<file path="config.mk">
export PLATFORM = sky130hd
export DESIGN_NAME = move_to_front_lru_cache_flat
export DESIGN_NICKNAME = d
export VERILOG_FILES = /design/src/hw/rtl/mtf_pkg.sv /design/src/hw/rtl/mtf_chan_if.sv /design/src/hw/rtl/mtf_cell.sv /design/src/hw/rtl/move_to_front_lru_cache.sv /design/src/flat_wrapper.sv
export SDC_FILE = /design/constraint.sdc
export NUM_CORES = 1
export LEC_CHECK = 0
export BUFFER_PORTS_ARGS = -buffer_cell sky130_fd_sc_hd__buf_4
export CAP_MARGIN = 25
export CORE_UTILIZATION = 60
export DETAILED_ROUTE_END_ITERATION = 8
export GPL_ROUTABILITY_DRIVEN = 0
export MAX_ROUTING_LAYER = met4
export PLACE_DENSITY_LB_ADDON = 0.08
export SETUP_SLACK_MARGIN = 0.4
export SYNTH_ARGS = -nofsm -noshare
export SYNTH_HDL_FRONTEND = slang
export SYNTH_HIERARCHICAL = 1
export SYNTH_SLANG_ARGS = --single-unit
</file>
<file path="constraint.sdc">
create_clock -name clk -period 23.5 [get_ports clk]
set_input_delay 4.7 -clock clk [delete_from_list [all_inputs] [get_ports clk]]
set_output_delay 4.7 -clock clk [all_outputs]
set_load 0.05 [all_outputs]
</file>
<file path="src/hw/rtl/mtf_pkg.sv">
// Shared types and constants for the move-to-front LRU cache.
// No dependencies; mtf_cell and move_to_front_lru_cache use this package, mtf_chan_if does not.
package mtf_pkg;

	localparam int KEY_W       = 32;
	localparam int VAL_W       = 32;
	localparam int ENTRIES_DEF = 8;

	// One request transfer
	typedef struct packed {
		logic [KEY_W-1:0] lookup_key;
		logic [VAL_W-1:0] fill_value;
		logic             fill_ok;
	} req_t;

	// One response transfer
	typedef struct packed {
		logic             hit;
		logic             status;
		logic [VAL_W-1:0] value_out;
		logic             evicted;
		logic [KEY_W-1:0] evicted_key;
		logic [VAL_W-1:0] evicted_value;
	} rsp_t;

	// Content of one list slot, handed from cell to cell
	typedef struct packed {
		logic             valid;
		logic [KEY_W-1:0] key;
		logic [VAL_W-1:0] value;
	} entry_t;

	// Control broadcast from the sequencer to every cell
	typedef struct packed {
		logic cmp_en;  // capture the tag compare
		logic upd_en;  // apply the list update
		logic insert;  // update is a miss fill, not a hit
	} cell_ctl_t;

endpackage

</file>
<file path="src/hw/rtl/mtf_chan_if.sv">
// Valid/ready channel interface carrying one payload per transfer.
// Payload type is a parameter; uses no package.
interface mtf_chan_if #(
	parameter type payload_t = logic
) ();
	logic     valid;
	logic     ready;
	payload_t payload;

	modport source (output valid, output payload, input ready);
	modport sink   (input valid, input payload, output ready);
endinterface

</file>
<file path="src/hw/rtl/mtf_cell.sv">
// One slot of the recency list: holds an entry, compares the request tag,
// and shifts in its front neighbor's entry. Depends on mtf_pkg.
module mtf_cell (
	input  logic                      clk,
	input  logic                      arst_n,
	input  mtf_pkg::cell_ctl_t        ctl,
	input  logic [mtf_pkg::KEY_W-1:0] key,
	input  mtf_pkg::entry_t           prev,
	input  logic                      seen_in,
	input  logic [mtf_pkg::VAL_W-1:0] sel_in,
	output mtf_pkg::entry_t           ent,
	output logic                      seen_out,
	output logic [mtf_pkg::VAL_W-1:0] sel_out
);
	logic                      valid_q;
	logic [mtf_pkg::KEY_W-1:0] key_q;
	logic [mtf_pkg::VAL_W-1:0] value_q;
	logic                      match_q;
	logic                      shift;

	// Match at this slot or any slot behind it
	assign seen_out = match_q | seen_in;
	assign sel_out  = (match_q ? value_q : '0) | sel_in;
	assign shift    = ctl.upd_en & (ctl.insert | seen_out);

	assign ent.valid = valid_q;
	assign ent.key   = key_q;
	assign ent.value = value_q;

	always_ff @(posedge clk or negedge arst_n) begin
		if (!arst_n) begin
			valid_q <= 1'b0;
			match_q <= 1'b0;
		end else begin
			if (ctl.cmp_en) begin
				match_q <= valid_q & (key_q == key);
			end
			if (shift) begin
				valid_q <= prev.valid;
			end
		end
	end

	always_ff @(posedge clk) begin
		if (shift) begin
			key_q   <= prev.key;
			value_q <= prev.value;
		end
	end
endmodule

</file>
<file path="src/hw/rtl/move_to_front_lru_cache.sv">
// Move-to-front LRU cache: a row of ENTRIES cells ordered from most to least recent.
// Response path: request register, compare in ST_CMP, then update in ST_UPD into the output register.
// A new request is taken only in idle, once the compare/update sequence of the last one is done.
// The request side stays ready while a finished response waits in the output register.
// Reset: asynchronous, active low; clears all slot valid bits and the sequencer, no sweep.
// Depends on mtf_pkg, mtf_chan_if and mtf_cell.
module move_to_front_lru_cache #(
	parameter int ENTRIES = mtf_pkg::ENTRIES_DEF
) (
	input  logic       clk,
	input  logic       arst_n,
	mtf_chan_if.sink   req,
	mtf_chan_if.source rsp
);
	typedef enum logic [2:0] {
		ST_IDLE = 3'b001,
		ST_CMP  = 3'b010,
		ST_UPD  = 3'b100
	} state_t;

	state_t        state_q;
	mtf_pkg::req_t req_q;
	mtf_pkg::rsp_t rsp_q;
	logic          rsp_valid_q;

	mtf_pkg::cell_ctl_t        ctl;
	mtf_pkg::entry_t           front;
	mtf_pkg::entry_t           ent   [ENTRIES];
	mtf_pkg::entry_t           prev  [ENTRIES];
	logic [ENTRIES:0]          seen;
	logic [mtf_pkg::VAL_W-1:0] sel   [ENTRIES+1];

	logic req_fire;
	logic upd_fire;
	logic hit;
	logic ins;
	logic [mtf_pkg::VAL_W-1:0] hit_value;
	mtf_pkg::entry_t           tail;

	// Take a request only between items; the output register decouples the sink.
	assign req.ready = (state_q == ST_IDLE);
	assign req_fire  = req.valid & req.ready;

	// Update only when the output register is free or drains in this cycle.
	assign upd_fire = (state_q == ST_UPD) & (~rsp_valid_q | rsp.ready);

	assign hit       = seen[0];
	assign hit_value = sel[0];
	assign ins       = ~hit & req_q.fill_ok;
	assign tail      = ent[ENTRIES-1];

	assign ctl.cmp_en = (state_q == ST_CMP);
	assign ctl.upd_en = upd_fire & (hit | req_q.fill_ok);
	assign ctl.insert = ~hit;

	// New front entry: the hit entry moving up, or the freshly filled one
	assign front.valid = 1'b1;
	assign front.key   = req_q.lookup_key;
	assign front.value = hit ? hit_value : req_q.fill_value;

	// Tail end of the match and value chains
	assign seen[ENTRIES] = 1'b0;
	assign sel[ENTRIES]  = '0;

	for (genvar i = 0; i < ENTRIES; i++) begin : g_cell
		if (i == 0) begin : g_head
			assign prev[i] = front;
		end else begin : g_body
			assign prev[i] = ent[i-1];
		end

		mtf_cell u_cell (
			.clk      (clk),
			.arst_n   (arst_n),
			.ctl      (ctl),
			.key      (req_q.lookup_key),
			.prev     (prev[i]),
			.seen_in  (seen[i+1]),
			.sel_in   (sel[i+1]),
			.ent      (ent[i]),
			.seen_out (seen[i]),
			.sel_out  (sel[i])
		);
	end

	// Sequencer: idle -> compare -> update, holding in update while the output is full
	always_ff @(posedge clk or negedge arst_n) begin
		if (!arst_n) begin
			state_q     <= ST_IDLE;
			rsp_valid_q <= 1'b0;
		end else begin
			unique case (state_q)
				ST_IDLE: if (req_fire) state_q <= ST_CMP;
				ST_CMP:  state_q <= ST_UPD;
				ST_UPD:  if (upd_fire) state_q <= ST_IDLE;
				default: state_q <= ST_IDLE;
			endcase

			if (upd_fire) begin
				rsp_valid_q <= 1'b1;
			end else if (rsp.ready) begin
				rsp_valid_q <= 1'b0;
			end
		end
	end

	// Payload registers: hold the request and the finished response
	always_ff @(posedge clk) begin
		if (req_fire) begin
			req_q <= req.payload;
		end
		if (upd_fire) begin
			rsp_q.hit           <= hit;
			rsp_q.status        <= ~hit & ~req_q.fill_ok;
			rsp_q.value_out     <= hit ? hit_value : (req_q.fill_ok ? req_q.fill_value : '0);
			rsp_q.evicted       <= ins & tail.valid;
			rsp_q.evicted_key   <= (ins & tail.valid) ? tail.key : '0;
			rsp_q.evicted_value <= (ins & tail.valid) ? tail.value : '0;
		end
	end

	assign rsp.valid   = rsp_valid_q;
	assign rsp.payload = rsp_q;
endmodule

</file>
<file path="src/flat_wrapper.sv">
// flat-port wrapper written by rule: the top's interface ports become plain ports
module move_to_front_lru_cache_flat 
#(
	parameter int ENTRIES = mtf_pkg::ENTRIES_DEF
)
  (clk, arst_n, req_valid, req_payload, req_ready, rsp_valid, rsp_payload, rsp_ready);
  mtf_chan_if #(.payload_t(mtf_pkg::req_t)) req_i ();
  mtf_chan_if #(.payload_t(mtf_pkg::rsp_t)) rsp_i ();
  input  logic clk;
  input  logic arst_n;
  input wire logic [$bits(req_i.valid)-1:0] req_valid;
  input wire logic [$bits(req_i.payload)-1:0] req_payload;
  output wire logic [$bits(req_i.ready)-1:0] req_ready;
  output wire logic [$bits(rsp_i.valid)-1:0] rsp_valid;
  output wire logic [$bits(rsp_i.payload)-1:0] rsp_payload;
  input wire logic [$bits(rsp_i.ready)-1:0] rsp_ready;
  assign req_i.valid = req_valid;
  assign req_i.payload = req_payload;
  assign req_ready = req_i.ready;
  assign rsp_valid = rsp_i.valid;
  assign rsp_payload = rsp_i.payload;
  assign rsp_i.ready = rsp_ready;
  move_to_front_lru_cache #(.ENTRIES(ENTRIES)) u_core (.clk(clk), .arst_n(arst_n), .req(req_i), .rsp(rsp_i));
endmodule
</file>
# After elaboration in Yosys (flattened, before gate mapping)
# Index checks and enable logic that the tools add are counted.
# totals
regBits	696
input_bits	69
word_cells	121
output_inout_bits	101
# classes
reduce_logical	2
mux	16
n_bitwise	47
n_eq_ne	13
# ops
op	count
two-way mux 32 bit	11
== test 32 bit	8
OR 32 bit	7
bitwise AND 1 bit	21
OR 1 bit	16
one-hot mux 3 bit (3 select lines)	1
two-way mux 3 bit	2
== test 3 x 1 -> 1 bit (second input constant)	1
== test 3 x 2 -> 1 bit (second input constant)	1
== test 3 bit (second input constant)	1
inverter 1 bit	3
two-way mux 1 bit	2
!= test 2 x 1 -> 1 bit (second input constant)	1
!= test 2 bit (second input constant)	1
AND reduction 2 bit	1
nonzero test 2 bit	1

# Longest topological paths before layout
# Gate-level depths: netlist of the first run.
# depth
depth_word	10
depth_mapped	15
ltp_nobuf	12

# Cells and area by module
# Netlist of the first run, hierarchy kept.
# modules_own_cells
module	n_inst	seq_area_each_um2	area_each_um2	cells_per_inst
mtf_cell	8	1971.9	2640.0	151
move_to_front_lru_cache	1	5026.1	6406.1	330

# Least setup slack after synthesis of the first run
# No wires, ideal clock.
# synth_timing
path_type	in2reg
from	in req_valid
to	reg u_core.req_q, in the netlist u_core/front[32], enable pin
setup_ns	0.655
t_required_ns	22.845
cell_stages	1
setup_slack_ns	11.857
path_buffers	0
arrival_ns	10.988
cell_sequence	nor4bb_1
# synth_via
elab_chain_len	1
# synth_lines
element	line	text
from (decl)	flat_wrapper.sv:11	input wire logic [$bits(req_i.valid)-1:0] req_valid;
bitwise AND 1 bit	move_to_front_lru_cache.sv:42	assign req_fire = req.valid & req.ready;
to (signal assigned)	move_to_front_lru_cache.sv:110	req_q <= req.payload;
to (decl)	move_to_front_lru_cache.sv:22	mtf_pkg::req_t req_q;
# No other way between the ends.
# A chain may end at the register's enable or synchronous reset.

==> results of run 1 <==
## worst paths after layout
| check | startpoint | endpoint | slack, ns | cells after the start |
|---|---|---|---|---|
| min reg2reg | u_core/g_cell[4].u_cell/value_q[17] | u_core/g_cell[5].u_cell/value_q[17] | 0.43 | 0 |
| min | u_core/g_cell[4].u_cell/value_q[17] | u_core/g_cell[5].u_cell/value_q[17] | 0.43 | 0 |
| max reg2reg | u_core/g_cell[7].u_cell/match_q | u_core/g_cell[3].u_cell/valid_q | 18.39 | 14 |
| max | rsp_ready | u_core/g_cell[3].u_cell/valid_q | 16.55 | 6 |
| max in group asynchronous | arst_n | u_core/state_q[0] | 19.17 | 1 |
| min in group asynchronous | arst_n | u_core/g_cell[4].u_cell/match_q | 4.02 | 1 |
## per-stage QoR
step	power, mW	setup WS (ns)	cells	utilization (%)
after floorplan	1.74	11.86	1570	-
after global placement	1.82	16.12	2306	65.3
after detailed placement	1.83	15.99	2306	65.3
after CTS	2.92	16.58	2430	70.3
after global routing	3.00	16.41	2432	70.4
final	2.89	16.55	2432	70.4
## power by group through the flow
| stage | Combinational, mW | Clock [mW] | Sequential, mW |
|---|---|---|---|
| after floorplan | 0.169 | 0 | 1.57 |
| after global placement | 0.268 | 0 | 1.55 |
| after detailed placement | 0.274 | 0 | 1.55 |
| after CTS | 0.277 | 1.12 | 1.53 |
| after global routing | 0.300 | 1.16 | 1.54 |
| final | 0.279 | 1.09 | 1.53 |
## layer usage
metal	global-route usage, %	up-vias
met5	-	-
met4	7.00	0
met3	3.76	62
met2	35.3	344
met1	28.8	6671
li1	-	6287
## registers in the layout, indices dropped and copies added, names as in the netlist
register / count
u_core/state_q: 3
u_core/rsp.valid: 1
u_core/front: 32
u_core/g_cell.u_cell/value_q: 256
u_core/g_cell.u_cell/match_q: 8
u_core/rsp.payload: 99
u_core/g_cell.u_cell/key_q: 256
u_core/req_q: 33
u_core/g_cell.u_cell/valid_q: 8
## cell type report
type	instances	area (sq um)	share of cell area, %
clock buffers	89	1900	5.95
clock inverters	35	349	1.10
inverters	9	33.8	0.106
multi-input cells	811	6560	20.6
flip-flops and latches	696	20800	65.3
well taps	600	751	2.36
repair buffers	192	1470	4.63
## cell families (layout without fill, tap and decap cells)
kind of cell    Yosys count  count (layout)  share of synthesized area, %
compound gates          276             276                          7.67
xor+xnor                256             256                          8.15
other cells               2              34                        0.0273
mux                      40              40                          1.96
flops                   696             696                          75.6
simple gates            205             205                          5.43
buf+inv                  63             325                          1.19
## worst max-delay path, cell delays in order
cell and delay (ns):
buf_4 0.09, nor2b_1 0.09, nor3_1 0.69, o21a_2 0.83
buf_4 0.56, mux2_1 0.39
## placed cells by master (no fill, tap or decap), types with 2 or more instances in the layout
cell type and n:
a21o_1 256, a22o_1 2, and2_1 64, buf_4 190, bufinv_16 7, clkbuf_1 15
clkbuf_16 73, clkinv_1 16, clkinv_2 7, conb_1 34, dfrtp_1 19, edfxtp_1 676
inv_1 9, inv_6 4, mux2_1 8, mux2_2 8, mux2_4 24, nand2b_1 2
nand3_1 8, nand4_1 24, nand4_4 8, nor2_4 2, nor2b_1 22, nor2b_4 10
nor3b_1 2, nor4_1 40, o21a_2 8, o22ai_2 8, or2_1 7, or4_1 8
xnor2_1 96, xor2_1 160
==> run_results.csv, run 1 <==
group,metric,value,unit
synthesis,synth_area,27500,sq um
place,placed_cell_area,29600,sq um
power,p_per_area,90.8,nW/um^2
worst_setup_path,setup.worst_path.end_class,"flop",
routing,highest-signal-layer,"met4",
synthesis,synth_most_common_cell,"edfxtp_1",
synthesis,syn_area_per_cell,17.9,sq um
finish,num_antenna_cells,0,
routing,drt-pass1-iter-count,5,
routing,via_count,13400,
synthesis,synth-main-ff-cell,"edfxtp_1",
finish,area_growth,15.8,%
grt,grtUsageTotal,22.0,%
worst_setup_path,worstPathMaxFanout,34,
grt,grt_antenna_before_repair,0,
clock_tree,clock_sink_count,696,
timing,rsz0062_at_grt,"false",
timing,fmax,144,MHz
clock_tree,cts_setup_buffers,0,
grt,grt_max_degree,67,
timing,fin_tns_setup,0,ns
power,pwr-share-clk,37.7,%
timing,final-hold-violation-count,0,
power,switching_power,0.680,mW
power,p_leak,12.0,nW
worst_setup_path,startpoint_type,"input port",
clock_tree,cts_root_buffer,"clkbuf_16",
routing,ant_nets,0,
routing,wl_met1,20900,um
floorplan,coreArea,45300,sq um
timing,finalSetupViolCount,0,
synthesis,yosys.area.top_type,"edfxtp_1",
clock_tree,cts_resized,0,
timing,fin_crit,6.95,ns
floorplan,die_w,216,um
place,post-dp-hpwl,31700,um
timing,holdWs,0.434,ns
power,swShare,23.5,%
synthesis,netlist_top_cells_count,"edfxtp_1, a21o_1, xor2_1, xnor2_1, and2_1",
routing,wl,48700,um
finish,design_area,31900,sq um
worst_setup_path,path_class,"input port to flop",
clock_tree,cts.clk_slew.worst_paths,0.06,ns
finish,drive_above_1_share,19.5,%
job,drv_cap,0,
synthesis,ys_types,40,
synthesis,synth_seq_area_share,75.6,%
place,portBuffers,169,
power,p_seq_share,52.7,%
finish,nNetsFinal,1849,
clock_tree,hold_buffers,0,
synthesis,ys_async_sr_fraction,2.87,%
synthesis,ys_warn_count,6,
hold_path,hold_class,"flop to flop",
synthesis,yosysTopAreaCellShare,73.7,%
routing,wl_met2,24300,um
timing,tightest_slew,0.960,ns
grt,grt_pass1_wl,76300,um
timing,max_slew_margin,36.0,%
routing,drtIter0Drc,1078,
routing,vias_per_cell,5.50,
routing,drcViolationCount,0,
synthesis,postSynthCellCount,1538,
floorplan,start_util,60.8,%
power,p_int,2.21,mW
synthesis,netlist_top_cells_area,"edfxtp_1, a21o_1, xor2_1",
finish,fill_cells,2968,
worst_setup_path,required,23.96,ns
routing,met3WireLength,2660,um
clock_tree,cts_tree,"built",
timing,fin_crit_sh,29.6,%
timing,drv_slew,0,
clock_tree,clk_latency,0.59,ns
floorplan,die-area,46700,sq um
power,power_frac_comb,9.6,%
floorplan,die_h,216,um
timing,final.setup_skew,0.0215,ns
synthesis,synth_seq_cells,696,
routing,wl_per_cell,20.0,um
grt,grt_pass1_vias,13900,
power,peakVddDrop,73.2,uV
synthesis,synth-edff-count,676,
grt,gr-total-overflow,0,
worst_setup_path,cp.arrival,7.41,ns
clock_tree,cts_buffers,70,
floorplan,io_pins,170,
run_status,status,"finished clean",
clock_tree,h-tree-depth,3,
floorplan,row_count,78,
clock_tree,max-clock-path-buffers,3,
No activity file was read; power rests on OpenSTA's default activity.
==> run 2, diff against run 1 <==
--- a/config.mk
+++ b/config.mk
@@ -7,7 +7,7 @@
 export LEC_CHECK = 0
 export BUFFER_PORTS_ARGS = -buffer_cell sky130_fd_sc_hd__buf_4
 export CAP_MARGIN = 25
-export CORE_UTILIZATION = 60
+export CORE_UTILIZATION = 55
 export DETAILED_ROUTE_END_ITERATION = 8
 export GPL_ROUTABILITY_DRIVEN = 0
 export MAX_ROUTING_LAYER = met4
==> constraint.sdc (replaced) <==
create_clock -name clk -period 6.2 [get_ports clk]
set_input_delay 1.24 -clock clk [delete_from_list [all_inputs] [get_ports clk]]
set_output_delay 1.24 -clock clk [all_outputs]
set_load 0.05 [all_outputs]
==> run 2 against run 1 <==
Clock skew shrank 0.0031 ns. Wire length grew 0.14%. Critical path depth grew 8. Hold slack gained 0.0021 ns. Clock power grew to 3.5 times the previous value.
==> run_results.csv, run 2 (same netlist as run 1, synthesis figures left out) <==
group,metric,value,unit
timing,fmax,224,MHz
floorplan,die-area,50900,sq um
routing,via_count,13200,
worst_setup_path,reg2reg_depth,14,
worst_setup_path,cp_cell_sequence,"or2_1 > or2_1 > or2_1 > or2_1 > or2_1 > or2_1 > or2_1 > or2_2 > buf_4 > nor2_4 > nor3_1 > buf_2 > o21a_4 > mux2_1",
worst_setup_path,slowest_delay,0.50,ns
timing,finalSetupViolCount,0,
worst_setup_path,r2r_end,"u_core/g_cell[0].u_cell/valid_q",
clock_tree,hold_buffers,0,
clock_tree,cts_tree,"built",
finish,final_cell_mix,"edfxtp_1, a21o_1, buf_4",
grt,grt_max_degree,66,
finish,final_common_cell,"edfxtp_1",
routing,drtIter0Drc,860,
worst_setup_path,startpoint_type,"flop",
routing,wl_per_cell,19.6,um
finish,stdcell_count,2488,
timing,fin_crit,4.46,ns
worst_setup_path,path_class,"flop to flop",
power,power,10.7,mW
worst_setup_path,reg2reg_from,"u_core/g_cell[7].u_cell/match_q",
worst_setup_path,required,6.66,ns
floorplan,start_util,56.0,%
power,peakVddDrop,263,uV
timing,drv_slew,0,
hold_path,min_from,"u_core/g_cell[1].u_cell/value_q[25]",
timing,fin_crit_sh,71.9,%
run_status,status,"finished clean",
worst_setup_path,rrSetupSlack,1.74,ns
timing,setup_ws,1.74,ns
grt,gr-total-overflow,0,
clock_tree,h-tree-depth,3,
grt,grt_pass1_wl,75400,um
clock_tree,clk_latency,0.59,ns
timing,max_slew_margin,33.3,%
routing,drt-pass1-iter-count,5,
grt,grt_antenna_before_repair,1,
worst_setup_path,cp_slowest_cell,"or2_2",
worst_setup_path,critPathMostFrequentCell,"or2_1",
power,p_leak,11.9,nW
timing,tightest_slew,1.00,ns
timing,final-hold-violation-count,0,
floorplan,row_count,81,
routing,ant_nets,0,
routing,drcViolationCount,0,
worst_setup_path,worstPathMaxFanout,65,
hold_path,min_path_cells,0,
clock_tree,cts_resized,0,
clock_tree,clock_sink_count,696,
clock_tree,cts_root_buffer,"clkbuf_16",
routing,vias_per_cell,5.32,
finish,drive_above_1_share,19.0,%
clock_tree,cts_buffers,70,
place,dp.cells,2366,
power,p_per_area,336,nW/um^2
place,placed_cell_area,29700,sq um
place,portBuffers,169,
hold_path,holdPathEnd,"u_core/g_cell[2].u_cell/value_q[25]",
finish,nNetsFinal,1845,
floorplan,io_pins,170,
finish,design_area,31800,sq um
clock_tree,max-clock-path-buffers,3,
floorplan,die_h,226,um
clock_tree,cts_setup_buffers,0,
place,dp_slack,1.47,ns
worst_setup_path,setup.worst_path.end_class,"flop",
clock_tree,cts.clk_slew.worst_paths,0.06,ns
job,drv_cap,0,
timing,rsz0062_at_grt,"false",
hold_path,hold_class,"flop to flop",
floorplan,die_w,226,um
place,post-dp-hpwl,32500,um
routing,wl,48800,um
timing,fin_tns_setup,0,ns
timing,final.setup_skew,0.0184,ns
finish,area_growth,15.4,%
finish,num_antenna_cells,0,
worst_setup_path,cp.arrival,4.92,ns
floorplan,coreArea,49200,sq um
grt,grt_pass1_vias,13700,
grt,grtUsageTotal,20.2,%
[run 2: report_power, final]
| part | switching, mW | leakage [nW] | total, mW | internal [mW] |
|---|---|---|---|---|
| registers | 0.302 | 6.32 | 5.79 | 5.49 |
| logic | 0.590 | 4.55 | 1.03 | 0.441 |
| clock network | 1.64 | 1.01 | 3.86 | 2.22 |
| total | 2.54 | 11.9 | 10.7 | 8.14 |
[run 2: worst max-delay path by stage]
stage / from / to / slack (ns) / cells past startpoint
finish: u_core/g_cell[7].u_cell/match_q / u_core/g_cell[0].u_cell/valid_q / 1.74 / 14
global route: u_core/g_cell[7].u_cell/match_q / u_core/g_cell[1].u_cell/valid_q / 1.49 / 14
CTS: u_core/g_cell[7].u_cell/match_q / u_core/g_cell[1].u_cell/valid_q / 1.45 / 13
detailed placement: u_core/g_cell[7].u_cell/match_q / u_core/g_cell[6].u_cell/valid_q / 1.47 / 13
global placement: u_core/g_cell[7].u_cell/match_q / u_core/g_cell[7].u_cell/valid_q / 1.67 / 13
floorplan: req_valid / u_core/front[32] / 0.63 / 1
[run 2: metal layers]
metal | global-route usage [%] | part of all wire, % | vias up
met3 | 3.77 | 4.6 | 86
met1 | 25.5 | 43 | 6587
met4 | 5.82 | 2.1 | 0
met2 | 33.5 | 51 | 290
met5 | - | 0 | -
li1 | - | - | 6278
[run 2: per-stage QoR]
stage          utilization, %  hold slack [ns]
3_5_place_dp             60.4            0.432
3_3_place_gp             60.4            0.427
2_1_floorplan               -            0.427
6_report                 64.6            0.436
4_1_cts                  64.6            0.441
5_1_grt                  64.6            0.445
[run 2: layout make-up]
class	count	area (sq um)
Sequential cell	696	20800
Fill cell	3465	17400
Multi-Input combinational cell	811	6610
Clock buffer	94	1940
Timing Repair Buffer	188	1420
Tap cell	664	831
Clock inverter	26	134
Inverter	9	33.8
[run 2: worst max-delay path, delay by kind of cell, from the launching register on]
kind	cells	cell delay [ns]
buffers and inverters	2	0.60
AO/OA/AOI/OAI	1	0.39
AND/OR/NAND/NOR	10	2.42
flip-flops	1	0.37
multiplexers	1	0.45
==> run 3, diff against run 2 <==
==> constraint.sdc (replaced) <==
create_clock -name clk -period 3.75 [get_ports clk]
set_input_delay 0.75 -clock clk [delete_from_list [all_inputs] [get_ports clk]]
set_output_delay 0.75 -clock clk [all_outputs]
set_load 0.05 [all_outputs]
==> run 3 against run 2 <==
Sequential power is 65% higher. Global-route usage rose by 0.74 points. Utilization grew 3.8 points. First-iteration DRC count fell by 0.23%. Critical endpoint is now u_core/g_cell[1].u_cell/value_q[24]. Largest power group unchanged. Highest routed layer unchanged.
==> run_results.csv, run 3 (same netlist as run 1, synthesis figures left out) <==
group,metric,value,unit
timing,max_slew_margin,31.5,%
timing,final.setup_skew,0.0139,ns
run_status,status,"finished clean",
clock_tree,hold_buffers,0,
power,peakVddDrop,434,uV
timing,fin_crit,3.51,ns
floorplan,coreArea,49200,sq um
finish,final_cell_mix,"edfxtp_1, a21o_1, buf_4",
finish,nNetsFinal,1950,
grt,grt_pass1_wl,77200,um
clock_tree,cts.clk_slew.worst_paths,0.06,ns
grt,grt_pass1_vias,13900,
clock_tree,max-clock-path-buffers,3,
hold_path,hold_class,"input port to async pin",
job,drv_cap,0,
worst_setup_path,required,4.06,ns
place,placed_cell_area,30100,sq um
floorplan,io_pins,170,
power,power,18.3,mW
floorplan,start_util,56.0,%
floorplan,die_h,226,um
timing,rsz0062_at_grt,"true",
power,p_per_area,545,nW/um^2
worst_setup_path,worstPathMaxFanout,12,
grt,gr-total-overflow,0,
routing,via_count,13800,
finish,area_growth,22.2,%
routing,wl,54500,um
clock_tree,cts_buffers,73,
worst_setup_path,cp.arrival,3.81,ns
routing,drcViolationCount,0,
routing,vias_per_cell,5.31,
grt,grtUsageTotal,21.0,%
place,dp_slack,0.0600,ns
floorplan,die-area,50900,sq um
finish,final_common_cell,"edfxtp_1",
power,p_leak,12.7,nW
timing,fin_tns_setup,0,ns
place,post-dp-hpwl,34300,um
clock_tree,cts_tree,"built",
worst_setup_path,reg2reg_depth,13,
timing,setup_ws,0.241,ns
timing,drv_slew,0,
finish,fill_cells,3244,
routing,ant_nets,0,
routing,drt-pass1-iter-count,5,
finish,design_area,33600,sq um
worst_setup_path,startpoint_type,"flop",
floorplan,row_count,81,
clock_tree,cts_root_buffer,"clkbuf_16",
routing,drtIter0Drc,858,
clock_tree,clock_sink_count,696,
worst_setup_path,path_class,"flop to flop",
timing,fin_crit_sh,93.6,%
finish,final_util,68.4,%
finish,drive_above_1_share,24.1,%
floorplan,die_w,226,um
timing,finalSetupViolCount,0,
timing,final-hold-violation-count,0,
clock_tree,h-tree-depth,3,
clock_tree,clk_latency,0.60,ns
worst_setup_path,setup.worst_path.end_class,"flop",
grt,grt_antenna_before_repair,2,
routing,wl_per_cell,21.0,um
grt,grt_max_degree,69,
place,portBuffers,169,
timing,tightest_slew,1.03,ns
timing,fmax,285,MHz
[run 3: critical path, cell delays in order (launching register included)]
cell	delay, ns
dfrtp_1	0.37
or2_1	0.22
or2_1	0.26
or2_1	0.25
or2_1	0.24
or2_4	0.24
or2_1	0.23
or2_4	0.25
or2_4	0.28
clkinvlp_4	0.12
buf_6	0.16
o21a_4	0.27
buf_12	0.16
buf_6	0.16
[run 3: cell type report]
| class | count | area [sq um] | share of cell area [%] |
|---|---|---|---|
| Clock buffer | 102 | 2060 | 6.13 |
| Antenna cell | 1 | 2.50 | 0.00744 |
| Multi-Input combinational cell | 817 | 6740 | 20.0 |
| Clock inverter | 22 | 179 | 0.532 |
| Sequential cell | 696 | 20800 | 61.8 |
| Inverter | 9 | 37.5 | 0.112 |
| Timing Repair Buffer | 284 | 2980 | 8.87 |
| Tap cell | 664 | 831 | 2.47 |
[run 3: per-layer routing]
layer / track usage, % / share of wire, %
met2: 34.1 / 51
met3: 4.33 / 4.5
met4: 7.24 / 2.8
met5: - / 0
met1: 26.3 / 42
[run 3: worst paths after layout]
kind	from	endpoint	slack [ns]
min in group clk	req_payload[31]	u_core/req_q[31]	0.32
worst max register to register	u_core/g_cell[7].u_cell/match_q	u_core/g_cell[1].u_cell/value_q[24]	0.24
max in group asynchronous	arst_n	u_core/state_q[0]	3.40
worst max-delay path	u_core/g_cell[7].u_cell/match_q	u_core/g_cell[1].u_cell/value_q[24]	0.24
worst min-delay path	arst_n	u_core/g_cell[2].u_cell/match_q	0.05
worst min register to register	u_core/g_cell[3].u_cell/value_q[31]	u_core/g_cell[4].u_cell/value_q[31]	0.44
[run 3: repair_timing]
| action | 4_1_cts | 5_1_grt |
|---|---|---|
| endpoints found under the setup margin | 598 | 604 |
| setup buffers | 22 | 28 |
| resized for setup | 17 | 30 |
| pin swaps | 14 | 16 |
| cloned | 4 | 27 |
[run 3: power breakdown]
| group | switching [mW] | internal (mW) |
|---|---|---|
| Clock | 2.79 | 4.02 |
| Sequential | 0.508 | 9.07 |
| Combinational | 1.06 | 0.890 |
[run 3: per-stage QoR]
step | std cells | hold WS, ns
floorplan | 1570 | 0.427
global placement | 2389 | 0.427
detailed placement | 2389 | 0.432
CTS | 2539 | 0.0280
global route | 2594 | 0.0418
finish | 2595 | 0.0535
